--- src/rtl/core/ebc_pkg.sv ---
// ----------------------------------------------------------------------------
// ebc_pkg - shared definitions for the 8-bit execute step
// Opcodes, flag positions, reset values, the result struct and the operand
// address selection used by the input stage.
// ----------------------------------------------------------------------------
package ebc_pkg;

    localparam int REG_AW = 3;
    localparam int DATA_W = 8;
    localparam int FLAG_W = 6;
    localparam int STOP_W = 2;

    // opcodes, instruction bits 15..11
    localparam logic [4:0] OP_NOP  = 5'h00;
    localparam logic [4:0] OP_IN   = 5'h01;
    localparam logic [4:0] OP_OUT  = 5'h02;
    localparam logic [4:0] OP_MOV  = 5'h03;
    localparam logic [4:0] OP_LDI  = 5'h04;
    localparam logic [4:0] OP_JMP  = 5'h05;
    localparam logic [4:0] OP_JZ   = 5'h06;
    localparam logic [4:0] OP_JNZ  = 5'h07;
    localparam logic [4:0] OP_JC   = 5'h08;
    localparam logic [4:0] OP_JO   = 5'h09;
    localparam logic [4:0] OP_JEOI = 5'h0A;
    localparam logic [4:0] OP_HALT = 5'h0B;
    localparam logic [4:0] OP_INC  = 5'h0C;
    localparam logic [4:0] OP_DEC  = 5'h0D;
    localparam logic [4:0] OP_ADD  = 5'h0E;
    localparam logic [4:0] OP_SUB  = 5'h0F;
    localparam logic [4:0] OP_XOR  = 5'h10;
    localparam logic [4:0] OP_OR   = 5'h11;
    localparam logic [4:0] OP_AND  = 5'h12;
    localparam logic [4:0] OP_SHR  = 5'h13;
    localparam logic [4:0] OP_SHL  = 5'h14;

    // flag bit positions
    localparam int FLAG_C   = 0;
    localparam int FLAG_EOI = 2;
    localparam int FLAG_Z   = 4;
    localparam int FLAG_O   = 5;

    localparam logic [FLAG_W-1:0] FLAGS_RESET = 6'b000010;

    // stop codes
    localparam logic [STOP_W-1:0] STOP_RUN   = 2'd0;
    localparam logic [STOP_W-1:0] STOP_HALT  = 2'd1;
    localparam logic [STOP_W-1:0] STOP_FAULT = 2'd2;

    typedef struct packed {
        logic [DATA_W-1:0] next_pc;
        logic [FLAG_W-1:0] flags;
        logic              write_valid;
        logic [REG_AW-1:0] write_index;
        logic [DATA_W-1:0] write_value;
        logic              out_valid;
        logic [DATA_W-1:0] out_byte;
        logic              in_taken;
        logic [STOP_W-1:0] run_status;
    } result_t;

    // first operand: d for inc/dec, s for single-source ops, else by mode
    function automatic logic [REG_AW-1:0] opnd_a_addr(input logic [15:0] instr);
        logic [4:0] op;
        op = instr[15:11];
        case (op)
            OP_INC, OP_DEC:                 opnd_a_addr = instr[10:8];
            OP_OUT, OP_MOV, OP_SHR, OP_SHL: opnd_a_addr = instr[6:4];
            default:                        opnd_a_addr = instr[7] ? instr[6:4] : instr[10:8];
        endcase
    endfunction

    // second operand: t in three-register mode, s in two-register mode
    function automatic logic [REG_AW-1:0] opnd_b_addr(input logic [15:0] instr);
        opnd_b_addr = instr[7] ? instr[2:0] : instr[6:4];
    endfunction

endpackage

--- src/rtl/core/ebc_cmd_if.sv ---
// ----------------------------------------------------------------------------
// ebc_cmd_if - instruction channel
// Valid/ready channel carrying one instruction word and the input byte.
// ----------------------------------------------------------------------------
interface ebc_cmd_if;
    logic        valid;
    logic        ready;
    logic [15:0] instruction;
    logic [7:0]  in_byte;
    logic        in_available;

    modport source (output valid, output instruction, output in_byte,
                    output in_available, input ready);
    modport sink   (input valid, input instruction, input in_byte,
                    input in_available, output ready);
endinterface

--- src/rtl/core/ebc_rsp_if.sv ---
// ----------------------------------------------------------------------------
// ebc_rsp_if - result channel
// Valid/ready channel carrying the outcome of one executed instruction.
// ----------------------------------------------------------------------------
interface ebc_rsp_if;
    logic       valid;
    logic       ready;
    logic [7:0] next_pc;
    logic [5:0] flags;
    logic       write_valid;
    logic [2:0] write_index;
    logic [7:0] write_value;
    logic       out_valid;
    logic [7:0] out_byte;
    logic       in_taken;
    logic [1:0] run_status;

    modport source (output valid, output next_pc, output flags, output write_valid,
                    output write_index, output write_value, output out_valid,
                    output out_byte, output in_taken, output run_status, input ready);
    modport sink   (input valid, input next_pc, input flags, input write_valid,
                    input write_index, input write_value, input out_valid,
                    input out_byte, input in_taken, input run_status, output ready);
endinterface

--- src/rtl/core/eight_bit_cpu_execute_step.sv ---
// ----------------------------------------------------------------------------
// eight_bit_cpu_execute_step - one instruction per word on an 8-bit machine
// Input stage with operand fetch, combinational execute, registered result.
// ----------------------------------------------------------------------------
// One instruction word is taken per clock cycle, sustained unless the result
// side stalls. On acceptance the word is registered together with both
// register-file operands (the operand fetch sees any register write made in
// that same cycle, so dependent instructions may follow back to back). When
// the output buffer is free or draining, the execute logic works out the
// result from those operands and the current pc, flags and stop code, writes
// the register file and loads the result register. The result register is a
// one-word output buffer: a new word is still accepted while a result waits,
// and both sides stall only when the result waits and the input stage is
// also full. After halt or an unknown opcode every later word is answered
// with the held pc, flags and stop code and changes nothing until reset.
// ----------------------------------------------------------------------------
module eight_bit_cpu_execute_step (
    input  logic        clk,
    input  logic        rst_n,
    ebc_cmd_if.sink     cmd,
    ebc_rsp_if.source   rsp
);

    // input stage
    logic                         in_full_reg;
    logic                         in_full_next;
    logic [15:0]                  instr_reg;
    logic [ebc_pkg::DATA_W-1:0]   in_byte_reg;
    logic                         in_avail_reg;

    // output buffer
    logic                         out_full_reg;
    logic                         out_full_next;
    ebc_pkg::result_t             res_reg;

    // architectural state other than the register file
    logic [ebc_pkg::DATA_W-1:0]   pc_reg;
    logic [ebc_pkg::FLAG_W-1:0]   flags_reg;
    logic [ebc_pkg::STOP_W-1:0]   stop_reg;

    logic                         cmd_acc;
    logic                         exec_go;
    logic [ebc_pkg::DATA_W-1:0]   opa;
    logic [ebc_pkg::DATA_W-1:0]   opb;
    ebc_pkg::result_t             exec_res;

    // execute fires when a word is staged and the buffer is free or draining
    assign exec_go   = in_full_reg && (!out_full_reg || rsp.ready);
    assign cmd.ready = !in_full_reg || exec_go;
    assign cmd_acc   = cmd.valid && cmd.ready;

    assign in_full_next  = cmd_acc || (in_full_reg && !exec_go);
    assign out_full_next = exec_go || (out_full_reg && !rsp.ready);

    ebc_regfile u_regfile (
        .clk     (clk),
        .rst_n   (rst_n),
        .we      (exec_go && exec_res.write_valid),
        .waddr   (instr_reg[10:8]),
        .wdata   (exec_res.write_value),
        .re      (cmd_acc),
        .raddr_a (ebc_pkg::opnd_a_addr(cmd.instruction)),
        .raddr_b (ebc_pkg::opnd_b_addr(cmd.instruction)),
        .rdata_a (opa),
        .rdata_b (opb)
    );

    ebc_exec u_exec (
        .instr        (instr_reg),
        .in_byte      (in_byte_reg),
        .in_available (in_avail_reg),
        .opa          (opa),
        .opb          (opb),
        .pc           (pc_reg),
        .flags        (flags_reg),
        .stop         (stop_reg),
        .res          (exec_res)
    );

    // control and state
    always_ff @(posedge clk or negedge rst_n)
    begin
        if (!rst_n)
        begin
            in_full_reg  <= 1'b0;
            out_full_reg <= 1'b0;
            pc_reg       <= '0;
            flags_reg    <= ebc_pkg::FLAGS_RESET;
            stop_reg     <= ebc_pkg::STOP_RUN;
        end
        else
        begin
            in_full_reg  <= in_full_next;
            out_full_reg <= out_full_next;
            if (exec_go)
            begin
                pc_reg    <= exec_res.next_pc;
                flags_reg <= exec_res.flags;
                stop_reg  <= exec_res.run_status;
            end
        end
    end

    // payload
    always_ff @(posedge clk)
    begin
        if (cmd_acc)
        begin
            instr_reg    <= cmd.instruction;
            in_byte_reg  <= cmd.in_byte;
            in_avail_reg <= cmd.in_available;
        end
        if (exec_go)
        begin
            res_reg <= exec_res;
        end
    end

    assign rsp.valid       = out_full_reg;
    assign rsp.next_pc     = res_reg.next_pc;
    assign rsp.flags       = res_reg.flags;
    assign rsp.write_valid = res_reg.write_valid;
    assign rsp.write_index = res_reg.write_index;
    assign rsp.write_value = res_reg.write_value;
    assign rsp.out_valid   = res_reg.out_valid;
    assign rsp.out_byte    = res_reg.out_byte;
    assign rsp.in_taken    = res_reg.in_taken;
    assign rsp.run_status  = res_reg.run_status;

`ifndef NO_ASSERTIONS
    // once stopped, the stop code never changes again
    a_stop_sticky: assert property (@(posedge clk) disable iff (!rst_n)
        stop_reg != ebc_pkg::STOP_RUN |=> stop_reg == $past(stop_reg))
        else $error("stop code changed after stop");

    // a stopped block writes no register and keeps its pc
    a_stop_quiet: assert property (@(posedge clk) disable iff (!rst_n)
        exec_go && stop_reg != ebc_pkg::STOP_RUN |->
            !exec_res.write_valid && !exec_res.out_valid && exec_res.next_pc == pc_reg)
        else $error("stopped block changed state");

    // a consumed input byte is always written to a register
    a_taken_writes: assert property (@(posedge clk) disable iff (!rst_n)
        exec_go && exec_res.in_taken |-> exec_res.write_valid)
        else $error("input byte taken without register write");
`endif

endmodule

--- src/rtl/core/ebc_regfile.sv ---
// ----------------------------------------------------------------------------
// ebc_regfile - eight-entry register file
// One write port, two registered read ports; a read in the same cycle as a
// write to the same entry returns the new value.
// ----------------------------------------------------------------------------
module ebc_regfile (
    input  logic                              clk,
    input  logic                              rst_n,
    input  logic                              we,
    input  logic [ebc_pkg::REG_AW-1:0]        waddr,
    input  logic [ebc_pkg::DATA_W-1:0]        wdata,
    input  logic                              re,
    input  logic [ebc_pkg::REG_AW-1:0]        raddr_a,
    input  logic [ebc_pkg::REG_AW-1:0]        raddr_b,
    output logic [ebc_pkg::DATA_W-1:0]        rdata_a,
    output logic [ebc_pkg::DATA_W-1:0]        rdata_b
);

    localparam int DEPTH = 2 ** ebc_pkg::REG_AW;

    logic [ebc_pkg::DATA_W-1:0] mem_reg [DEPTH];
    logic [ebc_pkg::DATA_W-1:0] rd_a_reg;
    logic [ebc_pkg::DATA_W-1:0] rd_b_reg;
    logic [ebc_pkg::DATA_W-1:0] rd_a_next;
    logic [ebc_pkg::DATA_W-1:0] rd_b_next;

    // bypass the write in flight
    always_comb
    begin
        rd_a_next = (we && waddr == raddr_a) ? wdata : mem_reg[raddr_a];
        rd_b_next = (we && waddr == raddr_b) ? wdata : mem_reg[raddr_b];
    end

    always_ff @(posedge clk or negedge rst_n)
    begin
        if (!rst_n)
        begin
            for (int i = 0; i < DEPTH; i++)
            begin
                mem_reg[i] <= '0;
            end
        end
        else if (we)
        begin
            mem_reg[waddr] <= wdata;
        end
    end

    always_ff @(posedge clk)
    begin
        if (re)
        begin
            rd_a_reg <= rd_a_next;
            rd_b_reg <= rd_b_next;
        end
    end

    assign rdata_a = rd_a_reg;
    assign rdata_b = rd_b_reg;

endmodule

--- src/rtl/core/ebc_exec.sv ---
// ----------------------------------------------------------------------------
// ebc_exec - instruction execute logic
// Decodes one instruction against the fetched operands, pc, flags and stop
// code; gives the result, which also carries the new pc, flags and stop code.
// ----------------------------------------------------------------------------
module ebc_exec (
    input  logic [15:0]                   instr,
    input  logic [ebc_pkg::DATA_W-1:0]    in_byte,
    input  logic                          in_available,
    input  logic [ebc_pkg::DATA_W-1:0]    opa,
    input  logic [ebc_pkg::DATA_W-1:0]    opb,
    input  logic [ebc_pkg::DATA_W-1:0]    pc,
    input  logic [ebc_pkg::FLAG_W-1:0]    flags,
    input  logic [ebc_pkg::STOP_W-1:0]    stop,
    output ebc_pkg::result_t              res
);

    logic [4:0]                  op;
    logic [ebc_pkg::DATA_W-1:0]  imm;
    logic [ebc_pkg::DATA_W-1:0]  pc_inc;
    logic [ebc_pkg::DATA_W-1:0]  pc_jump;
    logic [ebc_pkg::DATA_W:0]    sum;
    logic [ebc_pkg::DATA_W:0]    diff;
    logic [ebc_pkg::DATA_W-1:0]  pc_n;
    logic [ebc_pkg::FLAG_W-1:0]  flags_n;
    logic [ebc_pkg::STOP_W-1:0]  stop_n;
    logic                        wv;
    logic [ebc_pkg::DATA_W-1:0]  wval;
    logic                        ov;
    logic                        taken;

    assign op      = instr[15:11];
    assign imm     = instr[7:0];
    assign pc_inc  = pc + 8'd2;
    assign pc_jump = pc + imm;   // offset wraps, so signed add is plain add
    assign sum     = {1'b0, opa} + {1'b0, opb};
    assign diff    = {1'b0, opa} - {1'b0, opb};

    always_comb
    begin
        pc_n    = pc_inc;
        flags_n = flags;
        stop_n  = stop;
        wv      = 1'b0;
        wval    = '0;
        ov      = 1'b0;
        taken   = 1'b0;

        if (stop == ebc_pkg::STOP_RUN)
        begin
            case (op)
                ebc_pkg::OP_NOP: ;
                ebc_pkg::OP_IN:
                begin
                    if (in_available)
                    begin
                        wv    = 1'b1;
                        wval  = in_byte;
                        taken = 1'b1;
                        flags_n[ebc_pkg::FLAG_EOI] = 1'b0;
                    end
                    else
                    begin
                        flags_n[ebc_pkg::FLAG_EOI] = 1'b1;
                    end
                end
                ebc_pkg::OP_OUT:  ov = 1'b1;
                ebc_pkg::OP_MOV:
                begin
                    wv   = 1'b1;
                    wval = opa;
                end
                ebc_pkg::OP_LDI:
                begin
                    wv   = 1'b1;
                    wval = imm;
                end
                ebc_pkg::OP_JMP:  pc_n = pc_jump;
                ebc_pkg::OP_JZ:   if (flags[ebc_pkg::FLAG_Z])   pc_n = pc_jump;
                ebc_pkg::OP_JNZ:  if (!flags[ebc_pkg::FLAG_Z])  pc_n = pc_jump;
                ebc_pkg::OP_JC:   if (flags[ebc_pkg::FLAG_C])   pc_n = pc_jump;
                ebc_pkg::OP_JO:   if (flags[ebc_pkg::FLAG_O])   pc_n = pc_jump;
                ebc_pkg::OP_JEOI: if (flags[ebc_pkg::FLAG_EOI]) pc_n = pc_jump;
                ebc_pkg::OP_HALT:
                begin
                    stop_n = ebc_pkg::STOP_HALT;
                    pc_n   = pc;
                end
                ebc_pkg::OP_INC:
                begin
                    wv   = 1'b1;
                    wval = opa + 8'd1;
                    flags_n[ebc_pkg::FLAG_C] = (opa == 8'hFF);
                end
                ebc_pkg::OP_DEC:
                begin
                    wv   = 1'b1;
                    wval = opa - 8'd1;
                    flags_n[ebc_pkg::FLAG_C] = (opa == 8'h00);
                end
                ebc_pkg::OP_ADD:
                begin
                    wv   = 1'b1;
                    wval = sum[ebc_pkg::DATA_W-1:0];
                    flags_n[ebc_pkg::FLAG_C] = sum[ebc_pkg::DATA_W];
                    flags_n[ebc_pkg::FLAG_O] = ~(opa[7] ^ opb[7]) & (opa[7] ^ sum[7]);
                end
                ebc_pkg::OP_SUB:
                begin
                    wv   = 1'b1;
                    wval = diff[ebc_pkg::DATA_W-1:0];
                    flags_n[ebc_pkg::FLAG_C] = diff[ebc_pkg::DATA_W];  // borrow
                    flags_n[ebc_pkg::FLAG_O] = (opa[7] ^ opb[7]) & (opa[7] ^ diff[7]);
                end
                ebc_pkg::OP_XOR:
                begin
                    wv   = 1'b1;
                    wval = opa ^ opb;
                end
                ebc_pkg::OP_OR:
                begin
                    wv   = 1'b1;
                    wval = opa | opb;
                end
                ebc_pkg::OP_AND:
                begin
                    wv   = 1'b1;
                    wval = opa & opb;
                end
                ebc_pkg::OP_SHR:
                begin
                    wv   = 1'b1;
                    wval = {1'b0, opa[7:1]};
                    flags_n[ebc_pkg::FLAG_C] = opa[0];
                end
                ebc_pkg::OP_SHL:
                begin
                    wv   = 1'b1;
                    wval = {opa[6:0], 1'b0};
                    flags_n[ebc_pkg::FLAG_C] = opa[7];
                end
                default:
                begin
                    stop_n = ebc_pkg::STOP_FAULT;
                    pc_n   = pc;
                end
            endcase

            if (op inside {[ebc_pkg::OP_INC:ebc_pkg::OP_SHL]})
            begin
                flags_n[ebc_pkg::FLAG_Z] = (wval == 8'h00);
            end
        end
        else
        begin
            pc_n = pc;
        end
    end

    always_comb
    begin
        res.next_pc     = pc_n;
        res.flags       = flags_n;
        res.write_valid = wv;
        res.write_index = wv ? instr[10:8] : '0;
        res.write_value = wval;
        res.out_valid   = ov;
        res.out_byte    = ov ? opa : '0;
        res.in_taken    = taken;
        res.run_status  = stop_n;
    end

endmodule

--- src/flat_wrapper.sv ---
// flat-port wrapper written by rule: the top's interface ports become plain ports
module eight_bit_cpu_execute_step_flat 
  (clk, rst_n, cmd_valid, cmd_instruction, cmd_in_byte, cmd_in_available, cmd_ready, rsp_valid, rsp_next_pc, rsp_flags, rsp_write_valid, rsp_write_index, rsp_write_value, rsp_out_valid, rsp_out_byte, rsp_in_taken, rsp_run_status, rsp_ready);
  ebc_cmd_if cmd_i ();
  ebc_rsp_if rsp_i ();
  input  logic clk;
  input  logic rst_n;
  input wire logic [$bits(cmd_i.valid)-1:0] cmd_valid;
  input wire logic [$bits(cmd_i.instruction)-1:0] cmd_instruction;
  input wire logic [$bits(cmd_i.in_byte)-1:0] cmd_in_byte;
  input wire logic [$bits(cmd_i.in_available)-1:0] cmd_in_available;
  output wire logic [$bits(cmd_i.ready)-1:0] cmd_ready;
  output wire logic [$bits(rsp_i.valid)-1:0] rsp_valid;
  output wire logic [$bits(rsp_i.next_pc)-1:0] rsp_next_pc;
  output wire logic [$bits(rsp_i.flags)-1:0] rsp_flags;
  output wire logic [$bits(rsp_i.write_valid)-1:0] rsp_write_valid;
  output wire logic [$bits(rsp_i.write_index)-1:0] rsp_write_index;
  output wire logic [$bits(rsp_i.write_value)-1:0] rsp_write_value;
  output wire logic [$bits(rsp_i.out_valid)-1:0] rsp_out_valid;
  output wire logic [$bits(rsp_i.out_byte)-1:0] rsp_out_byte;
  output wire logic [$bits(rsp_i.in_taken)-1:0] rsp_in_taken;
  output wire logic [$bits(rsp_i.run_status)-1:0] rsp_run_status;
  input wire logic [$bits(rsp_i.ready)-1:0] rsp_ready;
  assign cmd_i.valid = cmd_valid;
  assign cmd_i.instruction = cmd_instruction;
  assign cmd_i.in_byte = cmd_in_byte;
  assign cmd_i.in_available = cmd_in_available;
  assign cmd_ready = cmd_i.ready;
  assign rsp_valid = rsp_i.valid;
  assign rsp_next_pc = rsp_i.next_pc;
  assign rsp_flags = rsp_i.flags;
  assign rsp_write_valid = rsp_i.write_valid;
  assign rsp_write_index = rsp_i.write_index;
  assign rsp_write_value = rsp_i.write_value;
  assign rsp_out_valid = rsp_i.out_valid;
  assign rsp_out_byte = rsp_i.out_byte;
  assign rsp_in_taken = rsp_i.in_taken;
  assign rsp_run_status = rsp_i.run_status;
  assign rsp_i.ready = rsp_ready;
  eight_bit_cpu_execute_step u_core (.clk(clk), .rst_n(rst_n), .cmd(cmd_i), .rsp(rsp_i));
endmodule
--- config.mk ---
export PLATFORM = sky130hd
export DESIGN_NAME = eight_bit_cpu_execute_step_flat
export DESIGN_NICKNAME = d
export VERILOG_FILES = /design/src/rtl/core/ebc_pkg.sv /design/src/rtl/core/ebc_cmd_if.sv /design/src/rtl/core/ebc_rsp_if.sv /design/src/rtl/core/eight_bit_cpu_execute_step.sv /design/src/rtl/core/ebc_regfile.sv /design/src/rtl/core/ebc_exec.sv /design/src/flat_wrapper.sv
export SDC_FILE = /design/constraint.sdc
export NUM_CORES = 1
export LEC_CHECK = 0
export BUFFER_PORTS_ARGS = -buffer_cell sky130_fd_sc_hd__buf_2
export CAP_MARGIN = 20
export CORE_UTILIZATION = 49
export DETAILED_ROUTE_END_ITERATION = 6
export PLACE_DENSITY = 0.76
export SLEW_MARGIN = 40
export SYNTH_ARGS = -nofsm -noshare
export SYNTH_HDL_FRONTEND = slang
export SYNTH_HIERARCHICAL = 1
export SYNTH_SLANG_ARGS = --single-unit
--- constraint.sdc ---
create_clock -name clk -period 5.78 [get_ports clk]
set_input_delay 0.867 -clock clk [delete_from_list [all_inputs] [get_ports clk]]
set_output_delay 0.867 -clock clk [all_outputs]
set_load 0.01 [all_outputs]
==> out/metrics.cfg, run 1 <==
[worst_setup_path]
r2r_end = u_core/u_regfile/rdata_a[7]
cp_cell_sequence = nand3b_2 > nor2_1 > ha_1 > a211oi_1 > nor2_1 > or4_1 > a31oi_1 > xnor2_1 > a221o_1 > and2_1 > mux2_2
worstPathMaxFanout = 20
crit_arrival_ps = 4540
end_kind = flip-flop
worstSetupEndpoint = u_core/u_regfile/rdata_a[7]
required_ps = 5970
cp_slowest_cell = edfxtp_1
r2r_slack_ps = 1430
cp-start-kind = flip-flop
worstReg2RegStart = u_core/instr_reg[13]
worstSetupPathType = reg2reg
reg2regPathDepth = 11
cpPeakStageDelay_ps = 730
path_common_cell = nor2_1
crit_start = u_core/instr_reg[13]

[final_layout]
fin_nets = 883
fin_util_pct = 55.3
antenna_cells = 0
synthToLayoutAreaGrowth_pct = 10.7
largest_register_ffs = 64
drive_gt1_share_pct = 31.8
fillers = 1601

[synthesis]
yosysTopAreaCell = edfxtp_1
ys_seq_elements = 161
synth-warning-count = 6
synth_edf_count = 79
syn_area_um2 = 9730
synth_top_area_share_pct = 24.4
ys_async_sr_fraction_pct = 50.9
synth.distinct_cells = 85
ys_dominant_reg_cell = dfrtp_1
synth.avg_cell_area_um2 = 12.7
yosysSeqAreaShare_pct = 45.5
synth_cells = 769
synth.area.top_cells = edfxtp_1 (24%), dfrtp_1 (21%), mux2_2 (13%)
syn_nets = 840

[timing]
period_share_pct = 75.3
setup_viol = 0
setup_ws_ps = 1430
hold_violations = 0
fmax_mhz = 230
slew_headroom_pct = 43.1
rsz0062_at_grt = false
tightest_slew_ps = 850
fin_skew_ps = 10.7
drv_slew = 0
finalSetupTns_ps = 0
min_period_ps = 4350

[route]
drc = 2
wl_per_cell_um = 21.5
drt_iter0_drc = 581
vias_per_cell = 6.06
dr_total_vias = 6607
final_antenna_net_count = 0
routed_wl_um = 23500
dr.pass1.iters = 7

[cts]
clk_latency_ps = 440
cts_buffer_depth = 2
cts_sinks = 161
clockRootBuffer = clkbuf_16
cts_tree = yes
cts_resized = 0
post_cts_buffers = 0
path_clk_slew_ps = 70
ctsHtreeMaxLevel = 4
numCtsBuffers = 17
holdBufCountCts = 0

[global_route]
grt_pass1_vias = 6386
grt_max_degree = 70
gr-total-overflow = 0
grt_first_pass_wirelength_um = 36500
grt_usage_pct = 24.1
antenna_found_initial = 0

[die]
core_um2 = 19500
start_util_pct = 50.0
fp.dieH_um = 143
die-area_um2 = 20400
ios = 69
die_w_um = 143
std_cell_rows = 51

[pwr]
power.density_nw_per_um2 = 289
cellLeakagePower_nw = 4.65
max-vdd-ir-drop_v = 0.000222

[job]
maxCapViolCount = 0

[worst_hold_path]
hold_class = in2async

[placed_design]
port_buffers = 68
dp_hpwl_um = 16600
gp_congestion = 0.983
dp_slack_ps = 1580

[outcome]
violations = DRC
status = finished with violations

-- where the power goes --
part	internal (mW)	switching, mW	leakage, nW
Combinational	0.254	0.295	2.44
Sequential	1.32	0.0985	1.90
Clock	0.643	0.502	0.304
-- cell type report --
class	instances	area, µm²	share of cell area (%)
Multi-Input combinational cell	527	4900	45.5
Sequential cell	161	4430	41.1
Clock buffer	21	503	4.67
Timing Repair Buffer	72	377	3.50
Tap cell	265	332	3.08
Inverter	33	124	1.15
Clock inverter	11	108	0.999
-- cells by family after synthesis --
family / after synthesis / share of synthesized area, %
AOI/OAI and AO/OA: 134 / 9.64
adders and majority gates: 42 / 5.71
and+or+nand+nor: 174 / 10.1
DFF: 161 / 45.5
xor gates and xnor gates: 17 / 1.53
muxes: 160 / 23.2
buffers and inverters: 81 / 4.32
-- per-stage QoR --
step	power, mW	hold WS [ps]	cell area (µm²)	cells
6_report	3.11	283	10800	1090
5_1_grt	3.25	281	10800	1090
4_1_cts	3.13	279	10800	1090
3_5_place_dp	1.98	450	10100	1058
3_3_place_gp	1.97	447	10100	1058
2_1_floorplan	1.82	481	9730	769
-- per-layer routing --
metal	track usage, %	vias up	part of all wire (%)
met5	0	-	0
met1	31.2	3306	43
li1	-	3056	-
met2	40.0	203	49
met3	4.83	42	4.8
met4	8.60	0	2.5
-- worst max-delay path, delay by kind of cell (launching register included) --
family / cells / cell delay, ps
multiplexers: 1 / 310
flip-flops: 1 / 730
XOR/XNOR: 1 / 100
AND/OR/NAND/NOR: 5 / 1780
AO/OA/AOI/OAI: 3 / 820
adder cells (fa/ha/maj): 1 / 370
-- worst min-delay path by stage --
stage	to	slack [ps]
floorplan	u_core/flags_reg[3]	480
global placement	u_core/rsp.flags[3]	450
detailed placement	u_core/rsp.flags[3]	450
CTS	u_core/pc_reg[4]	280
global route	u_core/pc_reg[7]	280
finish	u_core/stop_reg[0]	280
-- cell usage after synthesis (6+ instances only) --
library cell and n:
nand3_1 9, mux4_1 18, clkbuf_1 13, nor2b_1 11, buf_4 6, o21bai_1 6
nor3_1 25, mux4_2 16, a21oi_1 30, xnor2_1 16, o21ai_0 19, nor2_1 38
buf_2 10, nand2b_1 15, a221o_1 6, a22oi_1 8, nand2_1 22, dfrtp_1 81
nand4_1 7, mux2i_1 7, and2_1 7, a211oi_1 7, nor4_1 6, buf_1 11
ha_1 38, edfxtp_1 79, mux2_2 114, o21ai_1 6, inv_1 31
-- layout by cell type (no fill, tap or decap), types with 22 or more instances in the layout --
cell and instances:
nor3_1 25, mux2_2 114, ha_1 38, inv_1 31, edfxtp_1 79, nand2_1 22, dfrtp_1 81, nor2_1 38
a21oi_1 30, buf_2 67
No activity file was read; power rests on OpenSTA's default activity.
==> run 2: changes to the inputs <==
--- a/config.mk
+++ b/config.mk
@@ -9,7 +9,7 @@
 export CAP_MARGIN = 20
 export CORE_UTILIZATION = 49
 export DETAILED_ROUTE_END_ITERATION = 6
-export PLACE_DENSITY = 0.76
+export PLACE_DENSITY = 0.78
 export SLEW_MARGIN = 40
 export SYNTH_ARGS = -nofsm -noshare
 export SYNTH_HDL_FRONTEND = slang
==> constraint.sdc (replaced) <==
create_clock -name clk -period 3.8 [get_ports clk]
set_input_delay 0.57 -clock clk [delete_from_list [all_inputs] [get_ports clk]]
set_output_delay 0.57 -clock clk [all_outputs]
set_load 0.01 [all_outputs]
==> run 2 against run 1 <==
  * The run now ends clean
  * Die area unchanged
  * Clock power increased by 53%
  * Worst hold slack got worse by 180 ps
  * Sequential power increased by 50%
  * Clock skew increased by 4.1 ps
  * First-iteration DRC count increased by 23%
  * Design area increased by 1.9%
  * Global-route usage increased by 0.64 points
  * Combinational power increased by 61%
  * Utilization increased by 1.0 points
  * Sequential share of layout area decreased by 0.76 points
  * Critical path type unchanged
  * Critical endpoint is now u_core/u_regfile/rdata_b[7]
==> out/metrics.cfg, run 2 (synthesis results as in run 1) <==
[pwr]
power.density_nw_per_um2 = 433
max-vdd-ir-drop_v = 0.000312
cellLeakagePower_nw = 4.78

[worst_setup_path]
end_kind = flip-flop
cp-start-kind = flip-flop
worstSetupEndpoint = u_core/u_regfile/rdata_b[7]
r2r_slack_ps = 290
reg2regPathDepth = 10
r2r_end = u_core/u_regfile/rdata_b[7]
crit_start = u_core/u_regfile/rdata_a[1]
crit_arrival_ps = 3700
required_ps = 3990
worstSetupPathType = reg2reg
worstReg2RegStart = u_core/u_regfile/rdata_a[1]
worstPathMaxFanout = 11

[timing]
fmax_mhz = 285
min_period_ps = 3510
hold_violations = 0
drv_slew = 0
finalSetupTns_ps = 0
setup_viol = 0
slew_headroom_pct = 48.1
period_share_pct = 92.4
tightest_slew_ps = 777
rsz0062_at_grt = false
fin_skew_ps = 14.8

[route]
final_antenna_net_count = 0
routed_wl_um = 24000
dr_wl_met2_um = 11800
wl_met3_um = 1510
wl_per_cell_um = 21.5
dr_total_vias = 6853
vias_per_cell = 6.12
drc = 0
routed.top_layer = met4
dr.pass1.iters = 6
drt_iter0_drc = 713
drt-met1-wl_um = 9890

[global_route]
grt_first_pass_wirelength_um = 37300
grt_usage_pct = 24.7
antenna_found_initial = 0
grt_pass1_vias = 6622
gr-total-overflow = 0
grt_max_degree = 64

[cts]
clockRootBuffer = clkbuf_16
ctsHtreeMaxLevel = 4
cts_sinks = 161
clk_latency_ps = 440
path_clk_slew_ps = 70
numCtsBuffers = 17
cts_buffer_depth = 2
cts_tree = yes

[die]
die_w_um = 143
core_um2 = 19500
ios = 69
start_util_pct = 50.0
std_cell_rows = 51
die-area_um2 = 20400
fp.dieH_um = 143

[placed_design]
dp_hpwl_um = 16600
port_buffers = 68
gp_congestion = 0.983
post_dp_cell_area_um2 = 10400

[outcome]
status = finished clean

[final_layout]
drive_gt1_share_pct = 34.2
mostFrequentLayoutCells = mux2_2 (114), dfrtp_1 (81), edfxtp_1 (79), buf_2 (67), ha_1 (38)
fin_nets = 912
antenna_cells = 0
final_cell_area_um2 = 11000
mostFrequentLayoutCell = mux2_2
largest_register_ffs = 64
synthToLayoutAreaGrowth_pct = 12.8

[job]
maxCapViolCount = 0

[worst_hold_path]
hold_class = in2async

run 2: cell types whose count changed in the layout (fill, tap and decap cells not counted), moves of 2 or more:
cell,previous run,this run
nor2_1,38,36
inv_8,3,5
nor2_2,0,2
clkbuf_8,2,0
inv_6,4,2
buf_4,4,33
run 2: through the flow:
| step | util (%) | setup WS (ps) | hold WS (ps) | std cells | power [mW] |
|---|---|---|---|---|---|
| 2_1_floorplan | - | 35.5 | 274 | 769 | 2.77 |
| 3_3_place_gp | 53.2 | 316 | 449 | 1087 | 3.01 |
| 3_5_place_dp | 53.2 | 251 | 461 | 1087 | 3.03 |
| 4_1_cts | 56.3 | 197 | 237 | 1119 | 4.78 |
| 5_1_grt | 56.4 | 95.2 | 131 | 1119 | 4.96 |
| 6_report | 56.4 | 290 | 104 | 1119 | 4.75 |
run 2: power breakdown:
group          internal (mW)  switching, mW
combinational          0.401          0.482
clock                  0.922          0.815
sequential              2.00          0.127
total                   3.33           1.42
run 2: what timing repair did:
| item | CTS | global route |
|---|---|---|
| hold buffers | 0 | 0 |
| resized for setup | 0 | 1 |
| setup buffers | 0 | 0 |
| endpoints found under the setup margin | 0 | 2 |
run 2: worst max-delay path: stages, from the launching register on:
cell and delay [ps]:
edfxtp_1 390, inv_1 270, ha_1 340, a21oi_1 250
o21bai_1 150, a31o_2 300, a31o_2 270, a221o_1 350
a221o_1 350, and2_1 290, mux2_2 310
run 2: final cells by class:
class                   count  area (µm²)
fillers                  1549        8490
multi-input cells         527        4890
flip-flops and latches    161        4430
repair buffers            101         594
clock buffers              18         450
well taps                 265         332
clock inverters            14         154
inverters                  33         124
run 2: how the worst min path moves through the flow:
stage	startpoint	endpoint	slack, ps	cells after the start
finish	rst_n	u_core/pc_reg[3]	100	1
detailed placement	u_core/flags_reg[3]	u_core/rsp.flags[3]	460	0
CTS	rst_n	u_core/pc_reg[2]	240	1
floorplan	rst_n	u_core/flags_reg[0]	270	0
global route	rst_n	u_core/pc_reg[3]	130	1
global placement	u_core/flags_reg[3]	u_core/rsp.flags[3]	450	0
run 2: metal layers:
| metal | track usage (%) | up-vias |
|---|---|---|
| met5 | 0 | - |
| met4 | 11.5 | 0 |
| met3 | 5.43 | 62 |
| met2 | 40.5 | 324 |
| met1 | 31.1 | 3361 |
| li1 | - | 3106 |
